`config.mk`:
```
export PLATFORM = sky130hd
export DESIGN_NAME = lru_key_value_cache_flat
export DESIGN_NICKNAME = d
export VERILOG_FILES = /design/src/lkvc_pkg.sv /design/src/lkvc_if.sv /design/src/lkvc_ram.sv /design/src/lkvc_cmp_unit.sv /design/src/lkvc_seq.sv /design/src/lru_key_value_cache.sv /design/src/flat_wrapper.sv
export SDC_FILE = /design/constraint.sdc
export NUM_CORES = 1
export LEC_CHECK = 0
export BUFFER_PORTS_ARGS = -buffer_cell sky130_fd_sc_hd__buf_4
export CAP_MARGIN = 15
export CORE_UTILIZATION = 28
export CTS_BUF_LIST = sky130_fd_sc_hd__clkbuf_8 sky130_fd_sc_hd__clkbuf_16
export DETAILED_ROUTE_END_ITERATION = 10
export SLEW_MARGIN = 20
export SYNTH_ARGS = -nofsm -noshare
export SYNTH_HDL_FRONTEND = slang
export SYNTH_HIERARCHICAL = 1
export SYNTH_SLANG_ARGS = --single-unit
```
`constraint.sdc`:
```
create_clock -name clk -period 9.48 [get_ports clk]
set_clock_uncertainty 0.2 [all_clocks]
set_input_delay 0.948 -clock clk [delete_from_list [all_inputs] [get_ports clk]]
set_output_delay 0.948 -clock clk [all_outputs]
set_load 0.1 [all_outputs]
```
`src/lkvc_pkg.sv`:
```
`timescale 1ns / 1ps

package lkvc_pkg;

    localparam int KEY_W = 32;
    localparam int VAL_W = 32;
    localparam int CAP_W = 5;
    localparam logic [CAP_W-1:0] CAP_RESET = 5'd16;

    typedef logic signed [KEY_W-1:0] key_t;
    typedef logic signed [VAL_W-1:0] val_t;
    typedef logic [CAP_W-1:0]        cap_t;

    typedef enum logic
    {
        ACT_GET = 1'b0,
        ACT_SET = 1'b1
    } action_t;

    typedef enum logic [2:0]
    {
        ST_IDLE,
        ST_SCAN,
        ST_FETCH,
        ST_UPDATE,
        ST_FINISH
    } state_t;

    // Sequencer to datapath
    typedef struct packed
    {
        logic in_ready;
        logic scan;
        logic scan_step;
        logic fetch;
        logic upd_step;
        logic load;
    } ctrl_t;

    // Datapath to sequencer
    typedef struct packed
    {
        logic upd_needed;
        logic out_free;
    } sts_t;

    typedef struct packed
    {
        logic key_eq;
        logic rank_gt;
        logic rank_lt;
    } cmp_t;

endpackage

```
`src/lkvc_if.sv`:
```
`timescale 1ns / 1ps

interface lkvc_req_if;
    import lkvc_pkg::*;

    logic    valid;
    logic    ready;
    action_t action;
    key_t    key;
    val_t    value;

    modport source (output valid, action, key, value, input ready);
    modport sink (input valid, action, key, value, output ready);
endinterface

interface lkvc_rsp_if;
    import lkvc_pkg::*;

    logic valid;
    logic ready;
    logic found;
    val_t read_value;

    modport source (output valid, found, read_value, input ready);
    modport sink (input valid, found, read_value, output ready);
endinterface

```
`src/lkvc_ram.sv`:
```
`timescale 1ns / 1ps

module lkvc_ram #(
    parameter int WIDTH = 32,
    parameter int DEPTH = 16
) (
    input  logic                                  clk,
    input  logic                                  we,
    input  logic [(DEPTH > 1 ? $clog2(DEPTH) : 1)-1:0] waddr,
    input  logic [WIDTH-1:0]                      wdata,
    input  logic [(DEPTH > 1 ? $clog2(DEPTH) : 1)-1:0] raddr,
    output logic [WIDTH-1:0]                      rdata
);

    logic [WIDTH-1:0] mem [DEPTH];

    always_ff @(posedge clk)
    begin
        if (we)
        begin
            mem[waddr] <= wdata;
        end
        rdata <= mem[raddr];
    end

endmodule

```
`src/lkvc_cmp_unit.sv`:
```
`timescale 1ns / 1ps

module lkvc_cmp_unit #(
    parameter int RW = 4
) (
    input  lkvc_pkg::key_t    key_a,
    input  lkvc_pkg::key_t    key_b,
    input  logic [RW-1:0]     rank,
    input  logic [RW-1:0]     ref_rank,
    output lkvc_pkg::cmp_t    res,
    output logic [RW-1:0]     rank_inc
);
    import lkvc_pkg::*;

    // Keys compare as raw bits
    always_comb
    begin
        res.key_eq  = (key_a == key_b);
        res.rank_gt = (rank > ref_rank);
        res.rank_lt = (rank < ref_rank);
        rank_inc    = rank + RW'(1);
    end

endmodule

```
`src/lkvc_seq.sv`:
```
`timescale 1ns / 1ps

module lkvc_seq #(
    parameter int ENTRIES = 16
) (
    input  logic                            clk,
    input  logic                            rst_n,
    input  logic                            in_fire,
    input  lkvc_pkg::sts_t                  sts,
    output lkvc_pkg::ctrl_t                 ctrl,
    output logic [$clog2(ENTRIES+1)-1:0]    cnt
);
    import lkvc_pkg::*;

    localparam int CW = $clog2(ENTRIES + 1);

    state_t          state_reg, state_next;
    logic [CW-1:0]   cnt_reg, cnt_next;
    logic            last;

    assign last = (cnt_reg == CW'(ENTRIES));
    assign cnt  = cnt_reg;

    always_ff @(posedge clk or negedge rst_n)
    begin
        if (!rst_n)
        begin
            state_reg <= ST_IDLE;
            cnt_reg   <= '0;
        end
        else
        begin
            state_reg <= state_next;
            cnt_reg   <= cnt_next;
        end
    end

    always_comb
    begin
        state_next = state_reg;
        unique case (state_reg)
            ST_IDLE:
            begin
                if (in_fire)
                begin
                    state_next = ST_SCAN;
                end
            end
            ST_SCAN:
            begin
                if (last)
                begin
                    state_next = ST_FETCH;
                end
            end
            ST_FETCH:
            begin
                state_next = sts.upd_needed ? ST_UPDATE : ST_FINISH;
            end
            ST_UPDATE:
            begin
                if (last)
                begin
                    state_next = ST_FINISH;
                end
            end
            ST_FINISH:
            begin
                if (sts.out_free)
                begin
                    state_next = ST_IDLE;
                end
            end
            default:
            begin
                state_next = ST_IDLE;
            end
        endcase
    end

    always_comb
    begin
        ctrl     = '0;
        cnt_next = '0;
        unique case (state_reg)
            ST_IDLE:
            begin
                ctrl.in_ready = 1'b1;
            end
            ST_SCAN:
            begin
                ctrl.scan      = 1'b1;
                ctrl.scan_step = (cnt_reg != '0);
                cnt_next       = cnt_reg + CW'(1);
            end
            ST_FETCH:
            begin
                ctrl.fetch = 1'b1;
            end
            ST_UPDATE:
            begin
                ctrl.upd_step = (cnt_reg != '0);
                cnt_next      = cnt_reg + CW'(1);
            end
            ST_FINISH:
            begin
                ctrl.load = sts.out_free;
            end
            default:
            begin
                ctrl = '0;
            end
        endcase
    end

endmodule

```
`src/lru_key_value_cache.sv`:
```
`timescale 1ns / 1ps

// Fully associative key-value cache with least-recently-used replacement.
// Each request is a get or a set; each gives exactly one response with found
// and, for a get hit, the stored value (zero otherwise). The block handles one
// request at a time: a scan reads one entry per cycle from the key and rank
// memories through a single compare unit, then a second pass rewrites the
// recency ranks one entry per cycle. A get miss skips the rank pass. The
// response sits in an output register and a new request is taken while it
// waits. Valid bits are flops cleared by reset, so no clearing pass runs.
// Write capacity only while idle; 0 acts as 1, values above ENTRIES as ENTRIES.
module lru_key_value_cache #(
    parameter int ENTRIES = 16
) (
    input  logic                 clk,
    input  logic                 rst_n,
    input  logic                 cfg_wr_en,
    input  lkvc_pkg::cap_t       cfg_wr_data,
    lkvc_req_if.sink             req,
    lkvc_rsp_if.source           rsp
);
    import lkvc_pkg::*;

    localparam int IW = (ENTRIES > 1) ? $clog2(ENTRIES) : 1;
    localparam int RW = IW;
    localparam int CW = $clog2(ENTRIES + 1);

    ctrl_t          ctrl;
    sts_t           sts;
    cmp_t           cmp;
    logic [CW-1:0]  cnt;
    logic [CW-1:0]  cnt_dec;
    logic [IW-1:0]  jdx;
    logic           in_fire;

    // Request payload
    action_t        act_reg;
    key_t           key_reg;
    val_t           val_reg;

    // Scan results
    logic           hit_reg;
    logic [IW-1:0]  hit_idx_reg;
    logic [RW-1:0]  hit_rank_reg;
    logic           vic_found_reg;
    logic [IW-1:0]  vic_idx_reg;
    logic [RW-1:0]  vic_rank_reg;
    logic           free_found_reg;
    logic [IW-1:0]  free_idx_reg;

    // Update plan
    logic [IW-1:0]  tgt_reg, tgt_next;
    logic           ins_reg, ins_next;

    logic [ENTRIES-1:0] valid_reg;
    logic [CW-1:0]      live_reg;
    cap_t               cap_reg;
    logic [CW-1:0]      eff_cap;

    logic           rsp_valid_reg;
    logic           rsp_found_reg;
    val_t           rsp_value_reg;

    logic [KEY_W-1:0] key_rd;
    logic [VAL_W-1:0] val_rd;
    logic [RW-1:0]    rank_rd;
    logic             rank_we;
    logic [RW-1:0]    rank_wd;
    logic [RW-1:0]    rank_wd_inc;
    logic [RW-1:0]    ref_rank;

    logic           evict;
    logic [IW-1:0]  slot;
    logic           slot_ok;

    assign in_fire   = req.valid && req.ready;
    assign req.ready = ctrl.in_ready;

    assign rsp.valid      = rsp_valid_reg;
    assign rsp.found      = rsp_found_reg;
    assign rsp.read_value = rsp_value_reg;

    assign sts.out_free   = !rsp_valid_reg || rsp.ready;
    assign sts.upd_needed = hit_reg || ins_next;

    // Data returned this cycle belongs to the entry addressed last cycle
    assign cnt_dec = cnt - CW'(1);
    assign jdx     = cnt_dec[IW-1:0];

    lkvc_seq #(
        .ENTRIES (ENTRIES)
    ) u_seq (
        .clk     (clk),
        .rst_n   (rst_n),
        .in_fire (in_fire),
        .sts     (sts),
        .ctrl    (ctrl),
        .cnt     (cnt)
    );

    lkvc_ram #(
        .WIDTH (KEY_W),
        .DEPTH (ENTRIES)
    ) u_key_ram (
        .clk   (clk),
        .we    (ctrl.load && ins_reg),
        .waddr (tgt_reg),
        .wdata (key_reg),
        .raddr (cnt[IW-1:0]),
        .rdata (key_rd)
    );

    lkvc_ram #(
        .WIDTH (VAL_W),
        .DEPTH (ENTRIES)
    ) u_val_ram (
        .clk   (clk),
        .we    (ctrl.load && (act_reg == ACT_SET) && (hit_reg || ins_reg)),
        .waddr (tgt_reg),
        .wdata (val_reg),
        .raddr (hit_idx_reg),
        .rdata (val_rd)
    );

    lkvc_ram #(
        .WIDTH (RW),
        .DEPTH (ENTRIES)
    ) u_rank_ram (
        .clk   (clk),
        .we    (rank_we),
        .waddr (jdx),
        .wdata (rank_wd),
        .raddr (cnt[IW-1:0]),
        .rdata (rank_rd)
    );

    assign ref_rank = ctrl.scan ? vic_rank_reg : hit_rank_reg;

    lkvc_cmp_unit #(
        .RW (RW)
    ) u_cmp (
        .key_a    (key_t'(key_rd)),
        .key_b    (key_reg),
        .rank     (rank_rd),
        .ref_rank (ref_rank),
        .res      (cmp),
        .rank_inc (rank_wd_inc)
    );

    // Rank pass: target goes to zero, others age when younger than the hit
    // (touch) or always (insert)
    always_comb
    begin
        rank_we = 1'b0;
        rank_wd = rank_wd_inc;
        if (ctrl.upd_step)
        begin
            if (jdx == tgt_reg)
            begin
                rank_we = 1'b1;
                rank_wd = '0;
            end
            else if (valid_reg[jdx] && (ins_reg || cmp.rank_lt))
            begin
                rank_we = 1'b1;
            end
        end
    end

    always_comb
    begin
        if (cap_reg == '0)
        begin
            eff_cap = CW'(1);
        end
        else if (32'(cap_reg) > 32'(ENTRIES))
        begin
            eff_cap = CW'(ENTRIES);
        end
        else
        begin
            eff_cap = CW'(cap_reg);
        end
    end

    // Plan after the scan: evict the oldest entry on a full set miss, then
    // take the lowest free slot
    always_comb
    begin
        evict = (act_reg == ACT_SET) && !hit_reg && (live_reg >= eff_cap)
                && (live_reg != '0) && vic_found_reg;
        if (evict)
        begin
            slot    = (free_found_reg && (free_idx_reg < vic_idx_reg)) ? free_idx_reg
                                                                       : vic_idx_reg;
            slot_ok = 1'b1;
        end
        else
        begin
            slot    = free_idx_reg;
            slot_ok = free_found_reg;
        end
        ins_next = (act_reg == ACT_SET) && !hit_reg && slot_ok;
        tgt_next = hit_reg ? hit_idx_reg : slot;
    end

    always_ff @(posedge clk)
    begin
        if (in_fire)
        begin
            act_reg <= req.action;
            key_reg <= req.key;
            val_reg <= req.value;
        end
        if (ctrl.scan_step)
        begin
            if (valid_reg[jdx] && cmp.key_eq && !hit_reg)
            begin
                hit_idx_reg  <= jdx;
                hit_rank_reg <= rank_rd;
            end
            if (valid_reg[jdx] && (!vic_found_reg || cmp.rank_gt))
            begin
                vic_idx_reg  <= jdx;
                vic_rank_reg <= rank_rd;
            end
            if (!valid_reg[jdx] && !free_found_reg)
            begin
                free_idx_reg <= jdx;
            end
        end
        if (ctrl.fetch)
        begin
            tgt_reg <= tgt_next;
        end
        if (ctrl.load)
        begin
            rsp_found_reg <= hit_reg;
            rsp_value_reg <= ((act_reg == ACT_GET) && hit_reg) ? val_t'(val_rd) : '0;
        end
    end

    always_ff @(posedge clk or negedge rst_n)
    begin
        if (!rst_n)
        begin
            hit_reg        <= 1'b0;
            vic_found_reg  <= 1'b0;
            free_found_reg <= 1'b0;
            ins_reg        <= 1'b0;
            valid_reg      <= '0;
            live_reg       <= '0;
            cap_reg        <= CAP_RESET;
            rsp_valid_reg  <= 1'b0;
        end
        else
        begin
            if (cfg_wr_en)
            begin
                cap_reg <= cfg_wr_data;
            end
            if (in_fire)
            begin
                hit_reg        <= 1'b0;
                vic_found_reg  <= 1'b0;
                free_found_reg <= 1'b0;
            end
            else if (ctrl.scan_step)
            begin
                if (valid_reg[jdx] && cmp.key_eq)
                begin
                    hit_reg <= 1'b1;
                end
                if (valid_reg[jdx])
                begin
                    vic_found_reg <= 1'b1;
                end
                if (!valid_reg[jdx])
                begin
                    free_found_reg <= 1'b1;
                end
            end
            if (ctrl.fetch)
            begin
                ins_reg <= ins_next;
                if (evict)
                begin
                    valid_reg[vic_idx_reg] <= 1'b0;
                    live_reg               <= live_reg - CW'(1);
                end
            end
            if (ctrl.load && ins_reg)
            begin
                valid_reg[tgt_reg] <= 1'b1;
                live_reg           <= live_reg + CW'(1);
            end
            if (ctrl.load)
            begin
                rsp_valid_reg <= 1'b1;
            end
            else if (rsp.ready)
            begin
                rsp_valid_reg <= 1'b0;
            end
        end
    end

`ifndef ASSERT_OFF
    a_live_bound: assert property (@(posedge clk) disable iff (!rst_n)
        32'(live_reg) <= 32'(ENTRIES))
        else $error("live count exceeds entry count");

    a_live_matches_valid: assert property (@(posedge clk) disable iff (!rst_n)
        $countones(valid_reg) == 32'(live_reg))
        else $error("live count disagrees with valid bits");

    a_insert_free_slot: assert property (@(posedge clk) disable iff (!rst_n)
        ctrl.load && ins_reg |-> !valid_reg[tgt_reg])
        else $error("insert into an occupied slot");

    a_hit_is_valid: assert property (@(posedge clk) disable iff (!rst_n)
        ctrl.fetch && hit_reg |-> valid_reg[hit_idx_reg])
        else $error("hit on an invalid entry");
`endif

endmodule

```
`src/flat_wrapper.sv`:
```
// flat-port wrapper written by rule: the top's interface ports become plain ports
module lru_key_value_cache_flat import lkvc_pkg::*;
#(
    parameter int ENTRIES = 16
)
  (clk, rst_n, cfg_wr_en, cfg_wr_data, req_valid, req_action, req_key, req_value, req_ready, rsp_valid, rsp_found, rsp_read_value, rsp_ready);
  lkvc_req_if req_i ();
  lkvc_rsp_if rsp_i ();
  input  logic clk;
  input  logic rst_n;
  input  logic cfg_wr_en;
  input  lkvc_pkg::cap_t cfg_wr_data;
  input wire logic [$bits(req_i.valid)-1:0] req_valid;
  input wire logic [$bits(req_i.action)-1:0] req_action;
  input wire logic [$bits(req_i.key)-1:0] req_key;
  input wire logic [$bits(req_i.value)-1:0] req_value;
  output wire logic [$bits(req_i.ready)-1:0] req_ready;
  output wire logic [$bits(rsp_i.valid)-1:0] rsp_valid;
  output wire logic [$bits(rsp_i.found)-1:0] rsp_found;
  output wire logic [$bits(rsp_i.read_value)-1:0] rsp_read_value;
  input wire logic [$bits(rsp_i.ready)-1:0] rsp_ready;
  assign req_i.valid = req_valid;
  assign req_i.action = req_action;
  assign req_i.key = req_key;
  assign req_i.value = req_value;
  assign req_ready = req_i.ready;
  assign rsp_valid = rsp_i.valid;
  assign rsp_found = rsp_i.found;
  assign rsp_read_value = rsp_i.read_value;
  assign rsp_i.ready = rsp_ready;
  lru_key_value_cache #(.ENTRIES(ENTRIES)) u_core (.clk(clk), .rst_n(rst_n), .cfg_wr_en(cfg_wr_en), .cfg_wr_data(cfg_wr_data), .req(req_i), .rsp(rsp_i));
endmodule
```
# --- Word level (Yosys, flattened, before mapping) ---
# Memory sizes are Yosys's and may differ from the RTL's. A register that Yosys moved wholly into a read port is not among the register bits.
# Index checks and enable logic that the tools add are counted.
totals:
  ff_bits: 161
  mem_bits_rw: 1088
  input_bits: 75
  out_inout_bits: 35
  elab_cells: 155
  memories: 3
mem_list:
  columns: ["name", "depth", "width", "rd", "rd_ports_with_merged_regs", "wr", "line", "rtl"]
  rows:
  - ["u_core.u_key_ram.mem", 16, 32, 1, 1, 1, "lkvc_ram.sv:15", "logic [WIDTH-1:0] mem [DEPTH];"]
  - ["u_core.u_val_ram.mem", 16, 32, 1, 1, 1, "lkvc_ram.sv:15", null]
  - ["u_core.u_rank_ram.mem", 16, 4, 1, 1, 1, "lkvc_ram.sv:15", null]
op_classes:
  addsub: 5
  order_cmp: 10
  n_eq_ne: 12
  mux: 53
  n_bitwise: 4
  n_reduce_logical: 47
ops:
  columns: ["operator", "n"]
  rows:
  - ["2-to-1 mux 16 bit", 3]
  - ["== test 32 bit", 1]
  - ["2-to-1 mux 5 bit", 6]
  - ["2-to-1 mux 1 bit", 28]
  - ["2-to-1 mux 4 bit", 6]
  - ["logical AND 1 bit", 18]
  - ["bitwise AND 16 bit", 1]
  - ["inverter 16 bit", 1]
  - ["bitwise OR 16 bit", 1]
  - ["less-than comparator 4 x 5 -> 1 bit, second input constant", 3]
  - ["2-to-1 mux 3 bit", 5]
  - ["one-hot mux 3 bit (5 select lines)", 1]
  - ["AND reduction 2 bit", 7]
  - ["nonzero test 2 bit", 6]
  - ["adder 5 x 1 -> 5 bit, second input constant", 2]
  - ["nonzero test 5 bit", 2]
  - ["demux 1 bit (select 4 bit)", 2]
  - [">= comparator 4 x 1 -> 1 bit, second input constant", 2]
  - ["less-than comparator 4 bit", 2]
  - ["== test 3 x 2 -> 1 bit, second input constant", 2]
  - ["!= test 2 bit, second input constant", 3]
  - ["== test 5 bit, second input constant", 1]
  - [">= comparator 5 bit", 1]
  - ["> comparator 5 bit, second input constant", 1]
  - ["17 further kinds", 26]

# --- Longest topological paths before layout ---
logic_depth:
  word_depth: 12
  ltp_mapped: 13
  depth_no_buf: 12

# --- Hierarchy ---
# Netlist, hierarchy kept.
modules_own_cells:
  columns: ["mod", "instances", "cells_each", "area_per_inst_um2", "seq_area_each_um2"]
  rows:
  - ["lkvc_ram (u_core.u_val_ram)", 1, 838, 19854.0, 16015.4]
  - ["lkvc_ram (u_core.u_key_ram)", 1, 838, 19835.3, 16015.4]
  - ["lru_key_value_cache", 1, 388, 6087.1, 4440.5]
  - ["lkvc_ram (u_core.u_rank_ram)", 1, 130, 2666.3, 2001.9]
  - ["lkvc_cmp_unit", 1, 62, 489.2, 0.0]
  - ["lkvc_seq", 1, 47, 440.4, 200.2]

# --- Worst setup path before layout ---
# OpenSTA, ideal clock, no wires.
synth_path:
  path_type: "input-to-reg"
  startpoint: "input rsp_ready"
  endpoint: "memory u_core.u_key_ram.mem[0][0], enable pin"
  setup_ns: 0.461
  t_arrival_ns: 4.893
  required_ns: 8.819
  setup_slack_ns: 3.926
  cell_stages: 6
  n_path_buf: 0
  path_cell_list: "nand2b_1 > and3_2 > nand2_1 > inv_1 > or3b_2 > nor3_1"
synth_lines:
  columns: ["item", "line", "rtl"]
  rows:
  - ["from (decl)", "flat_wrapper.sv:21", "input wire logic [$bits(rsp_i.ready)-1:0] rsp_ready;"]
  - ["to (decl)", "lkvc_ram.sv:15", null]

# --- Worst setup path in the final report ---
layout_path:
  startpoint: "register u_core.u_seq.cnt_reg[1], in the netlist u_core/u_seq/cnt[1]"
  endpoint: "memory u_core/u_rank_ram/mem[0][1] in the netlist's numbering, enable pin"
layout_via:
  elab_chain_len: 9
  word_cells_on_any_way: 12
  classes_between: "1 x add/sub; 1 x eq/ne; 8 x mux; 2 x reduce/logical"
layout_lines:
  columns: ["item", "line", "rtl"]
  rows:
  - ["from (decl)", "lkvc_seq.sv:18", "logic [CW-1:0] cnt_reg, cnt_next;"]
  - ["from (signal assigned)", "lkvc_seq.sv:34", "cnt_reg <= cnt_next;"]
  - ["subtractor 4 x 1 -> 4 bit *", "lru_key_value_cache.sv:87", "assign cnt_dec = cnt - CW'(1);"]
  - ["named net u_core.cnt_dec[2]", "lru_key_value_cache.sv:32", "logic [CW-1:0] cnt_dec;"]
  - ["binary-select mux 1 bit (select 4 bit)", "lru_key_value_cache.sv:163", "else if (valid_reg[jdx] && (ins_reg || cmp.rank_lt))"]
  - ["2-to-1 mux 1 bit (not written as such)", "lru_key_value_cache.sv:163", null]
  - ["logical AND 1 bit", "lru_key_value_cache.sv:163", null]
  - ["2-to-1 mux 1 bit", "lru_key_value_cache.sv:163", null]
  - ["2-to-1 mux 1 bit *", "lru_key_value_cache.sv:158", "if (jdx == tgt_reg)"]
  - ["2-to-1 mux 1 bit *", "lru_key_value_cache.sv:156", "if (ctrl.upd_step)"]
  - ["named net u_core.rank_we", "lru_key_value_cache.sv:67", "logic rank_we;"]
  - ["2-to-1 mux 1 bit *", "lkvc_ram.sv:19", "if (we)"]
  - ["2-to-1 mux 1 bit (not written as such) *", "lkvc_ram.sv:21", "mem[waddr] <= wdata;"]
  - ["to (decl)", "lkvc_ram.sv:15", null]
# Mark *: on every way through the listed nets, which the timed path passes. The rest lies on a longest branch. The select of a mux whose other input is x is not followed.

==> key figures <==
Synthesis
  – Main combinational cell family by area after synthesis: multiplexers
  – Post-Synth Simple-Gate Area: 0.0293
  – Xor/xnor cell area share of the yosys netlist: 0.00849
  – Net Count, Synth: 2,398
  – Area share of fa/ha/maj cells after synthesis: 0.00522
  – Yosys cell types: 63
  – Ys flop type: edfxtp_1
  – FF+latch count, synth: 1,317
  – Top post-synthesis cells by area: edfxtp_1, mux4_2, dfxtp_1
  – Mux cell area share after synthesis: 0.130
  – Compound-Gate Fraction of Synth Area: 0.0302
  – Cell Area, Synth: ~50,000 um2
  – Post-synth top cells: edfxtp_1, mux4_2, a22oi_1
  – Synth area leader: edfxtp_1
  – Number of flops mapped to enable cells by yosys: 1,210
  – Register area share after synthesis: 0.783
  – Number of synthesis warnings: 6
  – Async set-reset flop share out of synthesis: 0.0296
  – Most numerous cell in the Yosys netlist: edfxtp_1
  – Syn_area_per_cell: 21.4 um2
  – Synth top area share: 0.736
  – Post-Synthesis Cells: 2,303

Clock network
  – Root buffer cell: clkbuf_16
  – Clock buffer depth: 3
  – H-tree Lvls: 3
  – CTS tree: built
  – Clock sink count: 1,317
  – Clock latency on the worst-skew pair: 0.74 ns
  – TritonCTS buffer count: 120
  – Clock Pin Slew Worst Setup and Hold Paths: approximately 0.06 ns

Global routing
  – Total GRT Usage: 0.118
  – GRT Residual Overflow: 0
  – GR Util met1: 0.155
  – Vias in the first global route: 23,700
  – Initial antenna violation count: 2
  – First-pass GRT wire length: 158,000 um
  – Largest net degree at the start of global routing: 130
  – Met2 Track Usage GR: 0.201
  – M3 GR Usage: 0.0194
  – Busiest grt layer: met2

Place
  – Final HPWL DP: 59,200 um
  – Gpl congestion: 0.749
  – Placed cell area: 53,300 um2
  – Buffers on Ports: 109

Power
  – Overall Power: 0.0139 W
  – Max VDD drop: 0.000225 V
  – PwrDens: 242 nW/um2
  – Static Leak: 18.4 nW

Route
  – Drt first pass iters: 5
  – Vias per cell: 4.59
  – Initial DRC count: around 1,800
  – Remaining antenna violation count: 0
  – Wirelength per Cell: approximately 21 um
  – Drt total wl: 105,000 um
  – Residual DRC: 0
  – Via Count: roughly 23,000

Layout
  – ANT cells: 0
  – Layout cells sized above 1: 0.265
  – Post-layout util: 0.329
  – Largest regs: u_core/u_key_ram/mem: 512 flops, u_core/u_val_ram/mem: 512 flops, u_core/u_rank_ram/mem: 64 flops
  – Nets@finish: 2,584
  – Register area: 38,700 um2
  – Fill cells: 16,500
  – Area grow syn2layout: 16.4%
  – Final Instance Area: 57,500 um2
  – Area of the multi-input gates: ~10,000 um2

Timing
  – Setup TNS: 0 ns
  – Period utilisation layout: 0.446
  – Fin. Hold Viols: 0
  – RSZ-0062 raised after global routing: no
  – Final setup vio count: 0
  – Slew HR: 0.232
  – Worst-margin pin slew: 1.15 ns
  – Min Tclk post-route: 4.23 ns
  – Final hold slack: 0.188 ns
  – Slew Viols, Final: 0
  – Fmax: 236 MHz

Min path
  – Hold Path Origin: req_key[15]
  – Worst min-delay path category: in -> reg

Floorplan
  – Die width: 422 um
  – Row count: 153
  – Die H: between 400 and 500 um
  – Core ar.: 175,000 um2
  – Top-level I/O count: 110
  – Initial core utilization: 0.283
  – Die area: 178,000 um2

Critical path
  – Worst EP required: 9.62 ns
  – CP Launch Type: flop
  – Crit-path max FO: 50
  – Worst setup startpoint: u_core/u_seq/cnt[1]
  – CP arrival: around 4.4 ns
  – Reg-to-reg startpoint: u_core/u_seq/cnt[1]
  – Worst Setup End Kind: flop
  – Critical path class: reg -> reg

Outcome
  – Outcome: completed

Job
  – Max-Cap Viols: 0
area by class of cell:
class	count	share of cell area
sequential	1317	0.673
multi-input combinational	849	0.179
clock buffer	142	0.0577
tap	2325	0.0506
timing repair buffer	165	0.0238
clock inverter	87	0.0129
inverter	36	0.00235
placed cells by master, fill, tap and decap left out, types with 5 or more instances in the layout:
master	count
nor3_2	8
o211ai_1	5
nor2_4	26
nand3_1	16
nor3_1	12
clkbuf_16	121
nor4_1	12
clkinv_2	23
nand3b_1	6
buf_4	155
nand2_1	91
buf_12	7
edfxtp_1	1210
clkinv_1	6
nor2_1	28
nor2b_4	5
a21o_1	5
and2_1	32
inv_1	67
o21ai_0	19
clkinvlp_4	5
a22oi_1	141
dfxtp_1	68
mux4_2	263
ha_1	19
mux4_1	14
bufinv_16	9
nand2b_1	14
mux2_2	11
nor2b_1	15
a21oi_1	11
dfrtp_1	36
xor2_1	42
clkbuf_8	21
worst max-delay path, cell delays in order (launching register included):
cell	delay, ns
dfrtp_4	0.90
inv_1	0.10
ha_1	0.22
xor2_1	0.63
xor2_1	0.13
nor3_1	0.46
nand2b_1	0.24
or3b_2	0.50
nor3_1	0.43
where the power goes:
| group | total [W] | internal [W] | switching, W | leakage [nW] |
|---|---|---|---|---|
| registers | 0.00698 | 0.00670 | 0.000282 | 11.9 |
| clock network | 0.00487 | 0.00274 | 0.00212 | 2.12 |
| logic | 0.00204 | 0.000901 | 0.00114 | 4.40 |
layer usage:
metal / vias to the layer above / routed length (um)
met3: 137 / 4370
met1: 12000 / 45400
met4: 2 / 2090
met2: 496 / 53600
li1: 9883 / -
met5: - / 11
cell families (layout without fill, tap and decap cells):
kind of cell,after synthesis,count (layout)
AND/OR/NAND/NOR,289,289
flip-flops,1317,1317
adder cells (fa/ha/maj),20,20
buffers and inverters,137,430
multiplexers,288,288
XOR/XNOR,47,47
AO/OA/AOI/OAI,205,205
repair_timing:
action / in CTS / in global routing
buffers inserted: 0 / 0
resized for setup: 0 / 0
endpoints found under the hold margin: 28 / 0
hold buffers: 1 / 0
per-stage QoR:
step / worst slack (ns) / std cells
6_report: 5.25 / 4921
4_1_cts: 5.18 / 4916
3_3_place_gp: 4.60 / 4685
3_5_place_dp: 4.63 / 4686
2_1_floorplan: 3.93 / 2303
5_1_grt: 4.97 / 4921
final timing paths:
check                                         endpoint  slack, ns  cells after the start
setup / recovery           u_core/u_rank_ram/mem[0][1]       5.25                      8
hold / removal                      u_core/key_reg[15]       0.19                      1
setup reg to reg           u_core/u_rank_ram/mem[0][1]       5.25                      8
hold reg to reg               u_core/rsp.read_value[1]       0.30                      1
max in group asynchronous          u_core/u_seq/cnt[0]       8.06                      2
min in group asynchronous            u_core/cap_reg[1]       0.57                      2
(Power assumes the default switching activity.)
